**src/rtl/lzwc_pkg.sv**
```systemverilog
// ----------------------------------------------------------------------------
// lzwc_pkg: shared types and constants of the LZW stream compressor
// Dictionary entry layouts, packer command and sequencer state codes.
// ----------------------------------------------------------------------------
package lzwc_pkg;

   localparam logic [11:0] CODE_CLEAR  = 12'd256;
   localparam logic [11:0] CODE_EOD    = 12'd257;
   localparam logic [12:0] CODE_FIRST  = 13'd258;
   localparam logic [12:0] CODE_LIMIT  = 13'd4096;
   localparam logic [3:0]  MIN_BITS    = 4'd9;
   localparam logic [3:0]  MAX_BITS    = 4'd12;
   localparam logic [13:0] CHAIN_LIMIT = 14'd4096;

   typedef struct packed {
      logic        valid;
      logic [19:0] key;
      logic [11:0] link;
      logic [11:0] code;
   } hash_entry_type;

   typedef struct packed {
      logic [19:0] key;
      logic [11:0] link;
      logic [11:0] code;
   } chain_entry_type;

   // One code handed to the bit packer.
   typedef struct packed {
      logic [11:0] code;
      logic [3:0]  width;
      logic        pad;
      logic        fin;
      logic        eos;
   } pk_cmd_type;

   typedef enum logic [13:0] {
      ST_CLR        = 14'b00000000000001,
      ST_IDLE       = 14'b00000000000010,
      ST_START      = 14'b00000000000100,
      ST_HASH1      = 14'b00000000001000,
      ST_HASH2      = 14'b00000000010000,
      ST_HASH3      = 14'b00000000100000,
      ST_HREAD      = 14'b00000001000000,
      ST_HCHECK     = 14'b00000010000000,
      ST_CREAD      = 14'b00000100000000,
      ST_CCHECK     = 14'b00001000000000,
      ST_MISS       = 14'b00010000000000,
      ST_OVF        = 14'b00100000000000,
      ST_FLUSH_CODE = 14'b01000000000000,
      ST_FLUSH_EOD  = 14'b10000000000000
   } state_type;

endpackage

```
**src/rtl/lzwc_packer.sv**
```systemverilog
// ----------------------------------------------------------------------------
// lzwc_packer: MSB-first bit packer with output register
// Takes one code at a time and drains whole bytes, one per cycle while rsp_stall is low.
// ----------------------------------------------------------------------------
module lzwc_packer (
   input  logic                 clock,
   input  logic                 reset,
   input  logic                 cmd_valid,
   input  lzwc_pkg::pk_cmd_type cmd,
   output logic                 cmd_ready,
   output logic                 rsp_valid,
   input  logic                 rsp_stall,
   output logic [7:0]           rsp_out_byte,
   output logic                 rsp_last_of_burst,
   output logic                 rsp_end_of_stream
);

   logic [23:0] acc_ff, acc_in;
   logic [4:0]  cnt_ff, cnt_in;
   logic        fin_ff, fin_in;
   logic        eos_ff, eos_in;
   logic        ov_ff, ov_in;
   logic [7:0]  ob_ff, ob_in;
   logic        ol_ff, ol_in;
   logic        oe_ff, oe_in;

   always_comb begin
      logic [11:0] mask;
      logic [4:0]  tot;
      logic [23:0] sh;
      logic [2:0]  padn;
      logic [4:0]  rem;
      logic        free;
      acc_in = acc_ff;
      cnt_in = cnt_ff;
      fin_in = fin_ff;
      eos_in = eos_ff;
      ov_in  = ov_ff;
      ob_in  = ob_ff;
      ol_in  = ol_ff;
      oe_in  = oe_ff;
      mask   = 12'((13'd1 << cmd.width) - 13'd1);
      tot    = cnt_ff + 5'(cmd.width);
      sh     = (acc_ff << cmd.width) | 24'(cmd.code & mask);
      padn   = cmd.pad ? 3'(4'd8 - {1'b0, tot[2:0]}) : 3'd0;
      rem    = cnt_ff - 5'd8;
      free   = !ov_ff || !rsp_stall;
      cmd_ready = (cnt_ff < 5'd8);
      if (!rsp_stall) begin
         ov_in = 1'b0;
      end
      if (cmd_valid && cmd_ready) begin
         acc_in = sh << padn;
         cnt_in = tot + 5'(padn);
         fin_in = cmd.fin;
         eos_in = cmd.eos;
      end else if (!cmd_ready && free) begin
         // The byte that leaves fewer than eight bits behind closes this code.
         ob_in  = 8'(acc_ff >> rem);
         ov_in  = 1'b1;
         ol_in  = fin_ff && (rem < 5'd8);
         oe_in  = eos_ff && (rem < 5'd8);
         cnt_in = rem;
      end
   end

   always_ff @(posedge clock) begin
      if (reset) begin
         cnt_ff <= 5'd0;
         ov_ff  <= 1'b0;
      end else begin
         cnt_ff <= cnt_in;
         ov_ff  <= ov_in;
      end
      acc_ff <= acc_in;
      fin_ff <= fin_in;
      eos_ff <= eos_in;
      ob_ff  <= ob_in;
      ol_ff  <= ol_in;
      oe_ff  <= oe_in;
   end

   assign rsp_valid         = ov_ff;
   assign rsp_out_byte      = ob_ff;
   assign rsp_last_of_burst = ol_ff;
   assign rsp_end_of_stream = oe_ff;

endmodule

```
**config.mk**
```make
export PLATFORM = sky130hd
export DESIGN_NAME = lzwc_packer
export DESIGN_NICKNAME = d
export VERILOG_FILES = /design/src/rtl/lzwc_pkg.sv /design/src/rtl/lzwc_packer.sv
export SDC_FILE = /design/constraint.sdc
export NUM_CORES = 1
export LEC_CHECK = 0
export BUFFER_PORTS_ARGS = -buffer_cell sky130_fd_sc_hd__buf_2
export CORE_MARGIN = 4
export CORE_UTILIZATION = 44
export DETAILED_ROUTE_END_ITERATION = 10
export PLACE_DENSITY = 0.7
export SKIP_CTS_REPAIR_TIMING = 1
export SLEW_MARGIN = 20
export SYNTH_ARGS = -nofsm -noshare
export SYNTH_HDL_FRONTEND = slang
export SYNTH_SLANG_ARGS = --single-unit
```
**constraint.sdc**
```tcl
create_clock -name clock -period 5.3 [get_ports clock]
set_input_delay 0.265 -clock clock [delete_from_list [all_inputs] [get_ports clock]]
set_output_delay 0.265 -clock clock [all_outputs]
set_load 0.02 [all_outputs]
```
# Word-level counts from Yosys, hierarchy flattened

Index checks and enable logic that the tools add are counted.

Flip-flop bits (word level): 42
Bits of input ports: 23
Logic and storage cells: 38

Add/subtract/negate cells: 5
$lt $le $gt $ge: 2
Shift operators: 4
Multiplexer cells: 6
Bitwise gates (word level): 3
Reductions and logical operators: 10

Operators with widths:

| operator                                                                     | number |
|---|---|
| 24-bit by 12-bit bitwise OR with 24-bit output                               | 1 |
| 24-bit by 3-bit << shifter with 24-bit output                                | 1 |
| 24-bit by 4-bit << shifter with 24-bit output                                | 1 |
| 24-bit by 5-bit >> shifter with 8-bit output                                 | 1 |
| 12-bit AND                                                                   | 1 |
| 1-bit by 4-bit << shifter with 12-bit output, first input constant           | 1 |
| 12-bit by 1-bit subtractor with 12-bit output, second input constant         | 1 |
| 5-bit by 4-bit less-than comparator with 1-bit output, second input constant | 2 |
| 5-bit 2-to-1 mux                                                             | 2 |
| 5-bit by 3-bit adder with 5-bit output                                       | 1 |
| 5-bit by 4-bit adder with 5-bit output                                       | 1 |
| 5-bit by 4-bit subtractor with 5-bit output, second input constant           | 1 |
| 1-bit logical AND                                                            | 4 |
| 1-bit zero test                                                              | 3 |
| 1-bit 2-to-1 mux                                                             | 3 |
| 3-bit 2-to-1 mux                                                             | 1 |
| 1-bit by 3-bit subtractor with 3-bit output, first input constant            | 1 |
| 2-bit AND reduction                                                          | 1 |
| 2-bit nonzero test                                                           | 1 |
| 1-bit logical OR                                                             | 1 |
| 1-bit NOT                                                                    | 1 |

# Logic depth before layout (Yosys ltp)

Depth after elaboration: 5
Mapped depth: 13
Mapped depth without buffers: 10

# Worst setup path after synthesis

Ideal clock, no wire load.

Path kind: register to register
From: register cnt_ff[0]
To: register acc_ff[23], data pin
Setup time: 0.158 ns
Arrival: 2.621 ns
Data required time: 5.142 ns
Setup slack: 2.521 ns
Cell stages (with the launch flop): 13
Period minus slack after synthesis: 2.779 ns
Cells stage by stage: dfxtp_1 -> ha_1 -> fa_1 -> inv_1 -> ha_1 -> clkbuf_1 -> and2_1 -> clkbuf_1 -> nor2_1 -> nand2_1 -> o311ai_0 -> a21oi_1 -> a32oi_1

Word-level cells in the longest chain between the ends: 4

Ends and longest elaborated chain:

| item                                          | RTL line          | text |
|---|---|---|
| start, declared                               | lzwc_packer.sv:19 | `logic [4:0] cnt_ff, cnt_in;` |
| start signal, assigned                        | lzwc_packer.sv:72 | `cnt_ff <= cnt_in;` |
| 5-bit by 4-bit adder with 5-bit output        | lzwc_packer.sv:43 | `tot = cnt_ff + 5'(cmd.width);` |
| 1-bit by 3-bit subtractor with 3-bit output   | lzwc_packer.sv:45 | `padn = cmd.pad ? 3'(4'd8 - {1'b0, tot[2:0]}) : 3'd0;` |
| 3-bit 2-to-1 mux                              | lzwc_packer.sv:45 |  |
| 24-bit by 3-bit << shifter with 24-bit output | lzwc_packer.sv:53 | `acc_in = sh << padn;` |
| end signal, assigned                          | lzwc_packer.sv:75 | `acc_ff <= acc_in;` |
| end, declared                                 | lzwc_packer.sv:18 | `logic [23:0] acc_ff, acc_in;` |

No other way between the ends.
A chain may end at the register's enable or synchronous reset.

# Worst setup path in the final report

Same ends and word-level chain as after synthesis.

==> impl_results.md <==
- Pre-antenna DRT Iters: 5
- Final slew viol count: 0
- ANT nets after route: 0
- Unrepaired setup endpoints after global routing: false
- YS warnings: 0
- CP Launch Type: register
- CP Class: reg -> reg
- Cell Area, Synth: 5200 µm²
- Clk root buf: clkbuf_16
- DRC: 0
- Mean Syn Cell Area: 9.27 µm²
- GPL Wtd Cong: 1.05
- Initial antenna violation count: 0
- PwrDens: 461 nW/µm²
- Final #Nets: 587
- Placement row count: 39
- Area leader, netlist: edfxtp_1
- Largest net degree at the start of global routing: 55
- Synth async-reset ratio: 0%
- VDD IR-drop max: 0.252 mV
- CTS tree: done
- CTS Buffer Depth: 2
- CTS Buf Count: 5
- Diodes inserted: 0
- Area Growth Syn to Fin: 4.93%
- Detail Placement HPWL: 12.1 mm
- Starting density of the core: 45.2%
- I/O pin total: 35
- Dominant synthesized flop cell: edfxtp_1
- Least-Margin Pin Slew: 976 ps
- Die ar.: 13600 µm²
- Die H: 117 µm
- Final min period: 3720 ps
- H-tree depth reported by CTS: 2
- Synth cell count leaders: mux2i_1 (56), nand2_1 (50), nor2_1 (41), a21oi_1 (37), edfxtp_1 (36)
- Fin Clk Skew: 3.44 ps
- Clk slew on worst S/H paths: 70 ps
- Critical Path End Type: register
- Routed len/inst: 24.3 µm
- Worst skew pair latency: 290 ps
- Post-placement cell count: 691
- Share of the synthesized area in the top cell type: 20.8%
- Chip width: 117 µm
- Clk sink count: 42
- Fmax: 0.269 GHz
- Vias: 4906
- Leakage Power: 2.05 nW
- Sequential element share of the synthesized area: 23.1%
- CP max FO: 17
- CP arrival: 3840 ps
- Status: completed
- Slew HR: 34.5%
- Avg Vias per Cell: 7.02
- Share of cells above drive strength 1: 20.7%
- Final setup viols: 0
- Core area: 11500 µm²
- Port Buffers: 34
- Synth Net Count: 593
- Top-count cell post-synth: mux2i_1
- Worst Path Required: 5410 ps
- Synth area leaders: edfxtp_1 (21%), mux4_2 (12%), mux2i_1 (11%)
- Reg-to-reg slack, setup: 1580 ps
- Final cell count without fillers: 699
- HP Class: in -> reg
- Iteration-0 DRC Markers: 471
- Vias in the first global route: 4578
- #FFs+latches synth: 42
- EDFF count, synth: 36
- Part of the cycle the worst path needs: 70.2%
- GRT overflow: 0
- Final hold vios: 0
- Post-synth cell types: 75
- Global-route wire length before repair: 26.3 mm
- Total Routed Length: 17.0 mm
- Gr usage total: 25.2%
- Cells after synthesis: 561
- Final TNS setup: 0 ps
- Max Cap Viol: 0
## kinds of logic after synthesis
group	Yosys count	share of synthesized area, %
compound gates	161	21.5
simple gates	157	14.5
mux	116	30.8
buf+inv	70	6.86
flops	42	23.1
fa+ha+maj	9	2.31
xor+xnor	6	1.01
## sequential cells by signal (all words and copies together) (netlist names)
register and cells:
rsp_end_of_stream 1, eos_ff 1, cnt_ff 5, fin_ff 1, acc_ff 24, rsp_last_of_burst 1, rsp_valid 1, rsp_out_byte 8
## per-layer routing
metal	track usage [%]	vias to the layer above	share of wire (%)
li1	-	2169	-
met1	34.6	2398	41
met2	40.2	301	47
met3	3.99	38	8.9
met4	9.33	0	3.3
met5	0	-	0
## placed cells by master, fill, tap and decap left out, types with 3 or more instances in the layout
cell and count:
mux2_2 24, o21a_1 3, nand3b_1 3, mux4_2 27
and3_1 3, a211oi_1 10, nor3b_1 3, nor3_1 10
o211ai_1 8, buf_2 34, a21o_1 3, nor2_1 41
nand2b_1 11, a21oi_1 37, a22oi_1 8, mux2_4 3
a221o_1 5, o22ai_1 9, and2_1 7, o21bai_1 3
o21ai_0 20, xnor2_1 5, clkbuf_16 5, nand2_1 49
ha_1 8, o2bb2ai_1 4, mux2i_1 56, nand4_1 5
nand3_1 10, buf_4 7, a32oi_1 3, mux4_1 3
a31oi_1 13, a22o_1 6, edfxtp_1 36, or2_2 4
nor2b_1 3, dfxtp_1 6, a221oi_1 5, inv_1 14
## metrics by stage
step / total power [mW] / hold WS, ps / setup slack, ps / area (µm²) / util [%]
after floorplan: 1.75 / 334 / 2520 / 5200 / -
after global placement: 2.12 / 444 / 1890 / 5310 / 46.1
after detailed placement: 2.16 / 444 / 1660 / 5310 / 46.1
after CTS: 2.48 / 142 / 1640 / 5450 / 47.4
after global routing: 2.66 / 141 / 1280 / 5460 / 47.4
final: 2.52 / 147 / 1580 / 5460 / 47.4
## path summary, 6_finish.rpt
path,cells after the start,start,endpoint
setup / recovery,11,cnt_ff[0]$_SDFFE_PP0P_,acc_ff[23]$_DFFE_PP_
hold / removal,1,cmd[0],eos_ff$_DFFE_PP_
setup reg to reg,11,cnt_ff[0]$_SDFFE_PP0P_,acc_ff[23]$_DFFE_PP_
hold reg to reg,2,rsp_valid$_SDFF_PP0_,rsp_valid$_SDFF_PP0_
## area by class of cell
type,instances,area [µm²]
flip-flops and latches,42,1200
inverters,16,60.1
multi-input cells,449,3640
well taps,143,179
clock buffers,5,125
repair buffers,41,223
fillers,1100,6060
clock inverters,3,23.8
## worst max-delay path: stages (launching register included)
cell and delay [ps]:
dfxtp_1 680, ha_1 310, fa_1 470, inv_1 100, ha_1 320, and2_1 330, buf_4 240, nor2_1 320
nand2_1 90, o311ai_0 360, a21oi_1 90, a32oi_1 220
## report_power, final
group / switching [mW] / total (mW) / internal [mW]
clock: 0.139 / 0.316 / 0.176
sequential: 0.220 / 0.776 / 0.556
combinational: 0.815 / 1.42 / 0.608
Note: power is estimated with default switching activity, not from simulation.
