--- src/rtl/lzwc_hash.sv ---
// ----------------------------------------------------------------------------
// lzwc_hash: dictionary hash index pipeline
// Three register stages reduce the keyed hash modulo the slot count minus one.
// ----------------------------------------------------------------------------
module lzwc_hash #(
   parameter int HASH_SLOTS = 8192
) (
   input  logic                          clock,
   input  logic [19:0]                   key,
   output logic [$clog2(HASH_SLOTS)-1:0] idx
);

   localparam int HW  = $clog2(HASH_SLOTS);
   localparam int HW1 = HW + 1;
   localparam longint unsigned Mod   = longint'(HASH_SLOTS) - 1;
   localparam longint unsigned Recip = (64'd1 << 32) / Mod;
   localparam longint unsigned Bias  = 64'h80800000 % Mod;
   localparam int RW = $clog2(Recip + 1);
   localparam int PW = 20 + RW;

   logic [19:0]  w;
   logic [19:0]  w_ff;
   logic [PW-1:0] prod_ff, prod_in;
   logic [PW-33:0] q;
   logic [23:0]  t;
   logic [HW:0]  r_ff, r_in, r1;
   logic [HW:0]  s_ff, s_in;

   // The constant high bits of the hash fold into a fixed bias added after reduction.
   assign w       = key ^ (key >> 8) ^ (key >> 16) ^ 20'h08000;
   assign prod_in = PW'(w) * PW'(Recip);
   assign q       = prod_ff[PW-1:32];
   assign t       = 24'(w_ff) - 24'(q) * 24'(Mod);
   assign r_in    = t[HW:0];
   assign r1      = (r_ff >= HW1'(Mod)) ? (r_ff - HW1'(Mod)) : r_ff;
   assign s_in    = r1 + HW1'(Bias);
   assign idx     = (s_ff >= HW1'(Mod)) ? HW'(s_ff - HW1'(Mod)) : HW'(s_ff);

   always_ff @(posedge clock) begin
      w_ff    <= w;
      prod_ff <= prod_in;
      r_ff    <= r_in;
      s_ff    <= s_in;
   end

endmodule

--- config.mk ---
export PLATFORM = sky130hd
export DESIGN_NAME = lzwc_hash
export DESIGN_NICKNAME = d
export VERILOG_FILES = /design/src/rtl/lzwc_hash.sv
export SDC_FILE = /design/constraint.sdc
export NUM_CORES = 1
export LEC_CHECK = 0
export ABC_AREA = 1
export BUFFER_PORTS_ARGS = -buffer_cell sky130_fd_sc_hd__buf_2
export CORE_MARGIN = 1.5
export CORE_UTILIZATION = 45
export CTS_BUF_LIST = sky130_fd_sc_hd__clkbuf_16
export DETAILED_ROUTE_END_ITERATION = 12
export HOLD_SLACK_MARGIN = 0.15
export PLACE_DENSITY = 0.63
export SLEW_MARGIN = 25
export SYNTH_ARGS = -nofsm -noshare
export SYNTH_HDL_FRONTEND = slang
export SYNTH_SLANG_ARGS = --single-unit
export TNS_END_PERCENT = 100
--- constraint.sdc ---
create_clock -name clock -period 9.5 [get_ports clock]
set_input_delay 1.425 -clock clock [delete_from_list [all_inputs] [get_ports clock]]
set_output_delay 1.425 -clock clock [all_outputs]
set_load 0.01 [all_outputs]
# After elaboration in Yosys (flattened, before gate mapping)
# Index checks and enable logic that the tools add are counted.
word_totals:
  output_inout_bits: 13
  input_bits: 21
  wordCells: 17
  ff_bits: 76
op_classes:
  n_lt_le_gt_ge: 2
  bitwise: 3
  muxes: 2
  n_addsub: 4
  n_mul: 2
ops:
  columns: ["operator", "count"]
  rows:
  - ["20-bit by 14-bit multiplier with 34-bit output (second input constant)", 1]
  - ["14-bit by 13-bit >= comparator with 1-bit output (second input constant)", 2]
  - ["20-bit by 12-bit bitwise XOR with 20-bit output", 1]
  - ["20-bit by 4-bit bitwise XOR with 20-bit output", 1]
  - ["14-bit by 11-bit adder with 14-bit output (second input constant)", 1]
  - ["8-bit by 13-bit multiplier with 14-bit output (second input constant)", 1]
  - ["14-bit 2-to-1 mux", 1]
  - ["14-bit by 13-bit subtractor with 14-bit output (second input constant)", 1]
  - ["14-bit subtractor", 1]
  - ["13-bit 2-to-1 mux", 1]
  - ["13-bit subtractor (second input constant)", 1]
  - ["1-bit inverter", 1]

# Longest topological paths before layout
# Gate-level depths: netlist of run 1.
depth:
  depth_word: 4
  ltp_mapped: 16
  ltp_nobuf: 15

# Worst setup path after synthesis of run 1
# Ideal clock, no wire load.
synth_path:
  path_kind: "reg2reg"
  startpoint: "reg prod_ff[32]"
  endpoint: "reg r_ff[12]"
  setup_ps: 119
  required_ps: 9381
  path_stages_with_launch: 13
  period_less_slack_ps: 4042
  path_buffers: 0
  arrival_ps: 3924
  setup_slack_ps: 5458
  path_cell_list: "dfxtp_1 > inv_1 > fa_1 > fa_1 > fa_1 > inv_1 > fa_1 > inv_1 > ha_1 > a21o_1 > a221oi_1 > nand3_1 > xor2_1"
synth_via:
  elab_chain_cells: 2
synth_lines:
  columns: ["element", "line", "text"]
  rows:
  - ["start, declared", "23", "logic [PW-1:0] prod_ff, prod_in;"]
  - ["start signal, assigned", "41", "prod_ff <= prod_in;"]
  - ["8-bit by 13-bit multiplier with 14-bit output", "33", "assign t = 24'(w_ff) - 24'(q) * 24'(Mod);"]
  - ["14-bit subtractor", "33", null]
  - ["via t[12]", "25", "logic [23:0] t;"]
  - ["end signal, assigned", "42", "r_ff <= r_in;"]
  - ["end, declared", "26", "logic [HW:0] r_ff, r_in, r1;"]
# The timed path passes the listed nets, and every way through them passes these cells.

# Final worst setup path of run 1
layout_path:
  startpoint: "reg prod_ff[32]"
  endpoint: "reg r_ff[10]"
# Same word-level chain as after synthesis.

==> results of run 1 <==
-- stage by stage --
stage	std cells	setup WS (ns)	utilization, %	instance area [um^2]	hold WS, ns
after floorplan	556	5.458	-	4584	0.4421
after global placement	720	5.262	49.82	4892	0.4628
after detailed placement	720	5.157	49.82	4892	0.4711
after CTS	728	5.104	51.59	5066	0.4802
after global routing	728	4.842	51.59	5066	0.5210
final	728	5.128	51.59	5066	0.4762
-- report_power, final --
group / internal [W] / leakage [nW] / switching (W)
clock network: 0.000126 / 0.0819 / 0.0000814
logic: 0.000532 / 2.11 / 0.000798
registers: 0.000303 / 0.421 / 0.0000627
total: 0.000961 / 2.61 / 0.000942
-- metal layers --
layer	GRT usage, %	part of all wire [%]	vias to the layer above
li1	-	-	1810
met1	19.57	42	1640
met2	33.59	53	81
met3	2.256	3.6	15
met4	5.456	2.0	0
met5	0	0	-
-- worst min-delay path: cells and delay by family (launching register included) --
kind / cells / cell delay, ns
AND/OR/NAND/NOR: 2 / 0.10
flip-flops: 1 / 0.33
-- how the worst min path moves through the flow --
stage	end	startpoint	depth (start not counted)	slack [ns]
6_report	s_ff[1]	r_ff[1]	2	0.48
5_1_grt	s_ff[1]	r_ff[1]	2	0.52
4_1_cts	s_ff[1]	r_ff[1]	2	0.48
3_5_place_dp	s_ff[1]	r_ff[1]	2	0.47
3_3_place_gp	s_ff[1]	r_ff[1]	2	0.46
2_1_floorplan	s_ff[1]	r_ff[1]	2	0.44
-- final cells by class --
class / instances / area (um^2)
Clock buffer: 5 / 125.1
Clock inverter: 3 / 48.80
Fill cell: 949 / 4753
Inverter: 115 / 431.7
Multi-Input combinational cell: 389 / 3128
Sequential cell: 50 / 1001
Tap cell: 133 / 166.4
Timing Repair Buffer: 33 / 165.2
-- cell families (layout without fill, tap and decap cells) --
kind of cell | Yosys count | count (layout) | share of synthesized area, %
fa+ha+maj | 85 | 85 | 29.59
simple gates | 204 | 204 | 21.94
compound gates | 42 | 42 | 5.240
xor+xnor | 57 | 57 | 11.22
mux | 1 | 1 | 0.2456
buf+inv | 117 | 156 | 9.935
flops | 50 | 50 | 21.83
-- layout by cell type, fill, tap and decap left out --
master	count
a21o_1	5
a21oi_1	19
a221oi_1	1
and2_1	1
and3_1	1
buf_2	33
bufinv_16	1
clkbuf_16	5
clkinvlp_4	1
dfxtp_1	50
fa_1	39
ha_1	46
inv_1	113
inv_2	2
inv_8	1
mux2_2	1
nand2_1	93
nand2_2	13
nand2_4	3
nand3_1	28
nand3_2	3
nand3_4	1
nand3b_1	3
nand4_1	9
nor2_1	26
nor2_2	6
nor2_4	3
nor3_1	6
nor3_2	3
nor3b_1	2
nor4_1	1
o2111ai_1	1
o211ai_1	1
o21ai_0	12
o21bai_1	2
o31ai_1	1
or2_2	2
xnor2_1	20
xnor2_2	2
xor2_1	35
-- state kept, by name, summed over array words and instances, names as in the netlist --
register,count
w_ff,14
r_ff,14
prod_ff,8
s_ff,14
==> results.ini, run 1 <==
[finish]
layout.nets = 700
syn_to_final_growth_pct = 10.51
diodes = 0
drive_above_1_share_pct = 13.45

[detailed_routing]
viasPerCell = 4.871
ant_nets = 0
drc = 0
drt_wl_total_mm = 8.681
dr.first_iter.drc_count = 113
first_pass_iters = 4
vias = 3546
wl_per_cell_um = 11.92

[yosys]
synthTopCellsByArea = dfxtp_1 (22%), fa_1 (17%), ha_1 (13%), inv_1 (9.3%), nand2_1 (7.6%)
syn_inst = 556
ys.flop_type = dfxtp_1
yosysMostFrequentCell = inv_1
synth.avg_cell_area_um2 = 8.245
synthArstFlopShare_pct = 0
yosysSeqAreaShare_pct = 21.83
synth_edf_count = 0
synthTopCellsByCount = inv_1 (113), nand2_1 (93), dfxtp_1 (50)
ys_warn_count = 0
synth_top_area_share_pct = 21.83
synth_top_area_cell = dfxtp_1
synth_fp_nets = 662
synth_cell_type_count = 37
syn-cell-area_um2 = 4584
ys_ff_latch = 50

[global_routing]
grt_pass1_wl_mm = 15.45
grt_pass1_vias = 3625
grt_usage_pct = 17.38
antenna_found_initial = 0
grt_overflow = 0
grt_max_degree = 18

[pwr]
report.power.total_w = 0.001903
p_leak_nw = 2.612
p_per_area_nw_per_um2 = 375.7
irDropWorstVdd_mv = 0.2085

[floorplan]
coreArea_um2 = 9819
rows = 36
start_util_pct = 46.69
fp.dieH_um = 103.9
dieArea_um2 = 10800
die-width_um = 103.9
ios = 34

[place]
dpl.hpwl_mm = 7.440
portBuffers = 33
routabilityCongestion = 0.9129

[clocking]
cts_tree = yes
clk_latency_ns = 0.29
post-cts-setup-buffer-count = 0
cts_made_buffers = 5
cts-root-buf = clkbuf_16
clk_pin_slew_worst_paths_ns = 0.07
cts_sinks = 50
cts_resized = 0
clockBufferDepth = 2
htree_num_levels = 2
ctsHoldBuffers = 0

[setup_path]
ff2ff_path_depth = 15
crit_type = flip-flop to flip-flop
endpoint = r_ff[10]
reg2reg_to = r_ff[10]
cp.required_ns = 9.69
cp_num_cells = 15
cp_top_family = adder cells
end_kind = flip-flop
r2r_slack_ns = 5.13
critPathMaxStageDelay_ns = 0.57
crit_chain = inv_1 -> fa_1 -> fa_1 -> inv_1 -> ha_1 -> fa_1 -> inv_1 -> ha_1 -> nand2_1 -> nor3_1 -> a21oi_1 -> o21ai_0 -> a21oi_1 -> nand2_1 -> nand2_1
worstReg2RegStart = prod_ff[32]
crit_buf_inv = 3
crit_fanout = 12
critPathArrivalTime_ns = 4.56
critPathSlowestCell = fa_1
worstSetupStartpoint = prod_ff[32]
start_kind = flip-flop

[timing]
timing.final.crit_share_pct = 46.02
rsz0062_at_grt = false
hold_viol = 0
setup_violations = 0
skew_ns = 0.008016
slew_violations = 0
setup_tns_ns = 0
fin_crit_ns = 4.372
relSlewSlack_pct = 50.67
fmax_mhz = 228.7
worstMarginPinSlew_ns = 0.7391

[outcome]
status = completed

[hold_path]
hold_path.class = flip-flop to flip-flop

[run]
drv_cap = 0

(Power assumes the default switching activity.)
==> run 2, diff against run 1 <==
==> constraint.sdc (replaced) <==
create_clock -name clock -period 4.3 [get_ports clock]
set_input_delay 0.645 -clock clock [delete_from_list [all_inputs] [get_ports clock]]
set_output_delay 0.645 -clock clock [all_outputs]
set_load 0.01 [all_outputs]
==> run 2 against run 1 <==
Count of clock-buffer cells in the layout is the same. Global-route usage is 0.051 points lower. First-iteration DRC count grew 1.8%. Worst setup slack got worse by 4.9 ns. Cell count grew 0.41%. Register-to-register slack lost 4.9 ns. Design area increased by 0.42%. Clock power is 79% higher. Clock skew about the same. Combinational power grew 120%. Critical endpoint is now r_ff[12]. Highest routed layer unchanged.
==> results.ini, run 2 (synthesis results as in run 1) <==
[setup_path]
crit_buf_inv = 4
end_kind = flip-flop
worstReg2RegStart = prod_ff[32]
crit_fanout = 6
crit_chain = clkinvlp_4 -> buf_12 -> fa_1 -> fa_1 -> fa_1 -> inv_1 -> fa_1 -> inv_1 -> ha_1 -> a21o_1 -> a221oi_1 -> nand3_1 -> xor2_1
critPathSlowestCell = fa_1
start_kind = flip-flop
worstSetupStartpoint = prod_ff[32]
cp.required_ns = 4.48
critPathArrivalTime_ns = 4.28
crit_type = flip-flop to flip-flop
cp_common_cell = fa_1
cp_top_family = adder cells
critPathMaxStageDelay_ns = 0.54

[pwr]
irDropWorstVdd_mv = 0.3473
report.power.total_w = 0.004150
p_leak_nw = 2.617
p_per_area_nw_per_um2 = 815.7

[place]
portBuffers = 33
placed_cell_area_um2 = 4907
dp_cells = 722
routabilityCongestion = 0.8882
dpl.hpwl_mm = 7.575

[finish]
final_common_cell = inv_1
syn_to_final_growth_pct = 10.97
reg_top3 = r_ff (14), s_ff (14), w_ff (14)
diodes = 0
fin_cells = 731
utilization_pct = 51.81
fill_cells = 978
layout.nets = 704
final_area_um2 = 5087
layout_common_cells = inv_1 (112), nand2_1 (93), dfxtp_1 (49), ha_1 (45), fa_1 (38)
drive_above_1_share_pct = 14.72
multi_input_area_um2 = 3137
regArea_um2 = 1002

[hold_path]
hold_path.class = flip-flop to flip-flop
min-delay-start = r_ff[1]

[detailed_routing]
vias = 3498
ant_nets = 0
dr.first_iter.drc_count = 115
wl_per_cell_um = 11.73
drc = 0
drt_wl_total_mm = 8.573
first_pass_iters = 4
viasPerCell = 4.785

[timing]
relSlewSlack_pct = 53.85
worstMarginPinSlew_ns = 0.6873
fin_crit_ns = 4.103
setup_tns_ns = 0
hold_viol = 0
skew_ns = 0.007690
timing.final.crit_share_pct = 95.43
slew_violations = 0
setup_violations = 0
fmax_mhz = 243.7
rsz0062_at_grt = false

[global_routing]
grt_overflow = 0
grt_usage_pct = 17.32
antenna_found_initial = 0
grt_max_degree = 16
grt_pass1_wl_mm = 15.41
grt_pass1_vias = 3685

[clocking]
clockBufferDepth = 2
htree_num_levels = 2
ctsHoldBuffers = 0
clk_pin_slew_worst_paths_ns = 0.06
clk_latency_ns = 0.29
cts_sinks = 50
cts_tree = yes
cts-root-buf = clkbuf_16
cts_made_buffers = 5

[floorplan]
rows = 36
fp.dieH_um = 103.9
coreArea_um2 = 9819
dieArea_um2 = 10800
ios = 34
die-width_um = 103.9
start_util_pct = 46.69

[run]
drv_cap = 0

[outcome]
status = completed

run 2: through the flow:
step / hold slack, ns / setup slack, ns
after global routing: 0.5052 / 0.003561
after floorplan: 0.4421 / 0.2576
after global placement: 0.4596 / 0.1678
after CTS: 0.4730 / 0.09279
after detailed placement: 0.4639 / 0.1078
final: 0.4727 / 0.1965
run 2: where the power goes:
| part | total [W] | leakage (nW) | switching, W | internal [W] |
|---|---|---|---|---|
| logic | 0.00297 | 2.13 | 0.00177 | 0.00120 |
| clock network | 0.000373 | 0.0701 | 0.000159 | 0.000213 |
| registers | 0.000805 | 0.421 | 0.000135 | 0.000670 |
run 2: per-layer routing:
layer	routed length (um)	GRT usage, %	up-vias
li1	-	-	1813
met3	194	2.256	13
met1	3546	17.91	1627
met4	127	4.960	0
met2	4705	35.62	45
met5	0	0	-
run 2: what timing repair did:
action / in CTS / in global routing
setup buffers: 0 / 2
resized for setup: 0 / 7
setup endpoints to repair: 0 / 6
run 2: path summary, 6_finish.rpt:
kind / endpoint / slack [ns] / cells after the start
min reg2reg: s_ff[1] / 0.47 / 2
min: s_ff[1] / 0.47 / 2
max reg2reg: r_ff[12] / 0.20 / 13
max: r_ff[12] / 0.20 / 13
run 2: final cells by class:
class	count	area share, %
well taps	133	3.271
multi-input cells	389	61.66
flip-flops and latches	50	19.70
clock inverters	2	0.2705
inverters	115	8.559
repair buffers	37	4.083
clock buffers	5	2.459
run 2: tightest hold or removal path, cell delays in order, from the launching register on:
cell and delay, ns:
dfxtp_1 0.32, nand2_1 0.06, nand2_1 0.04
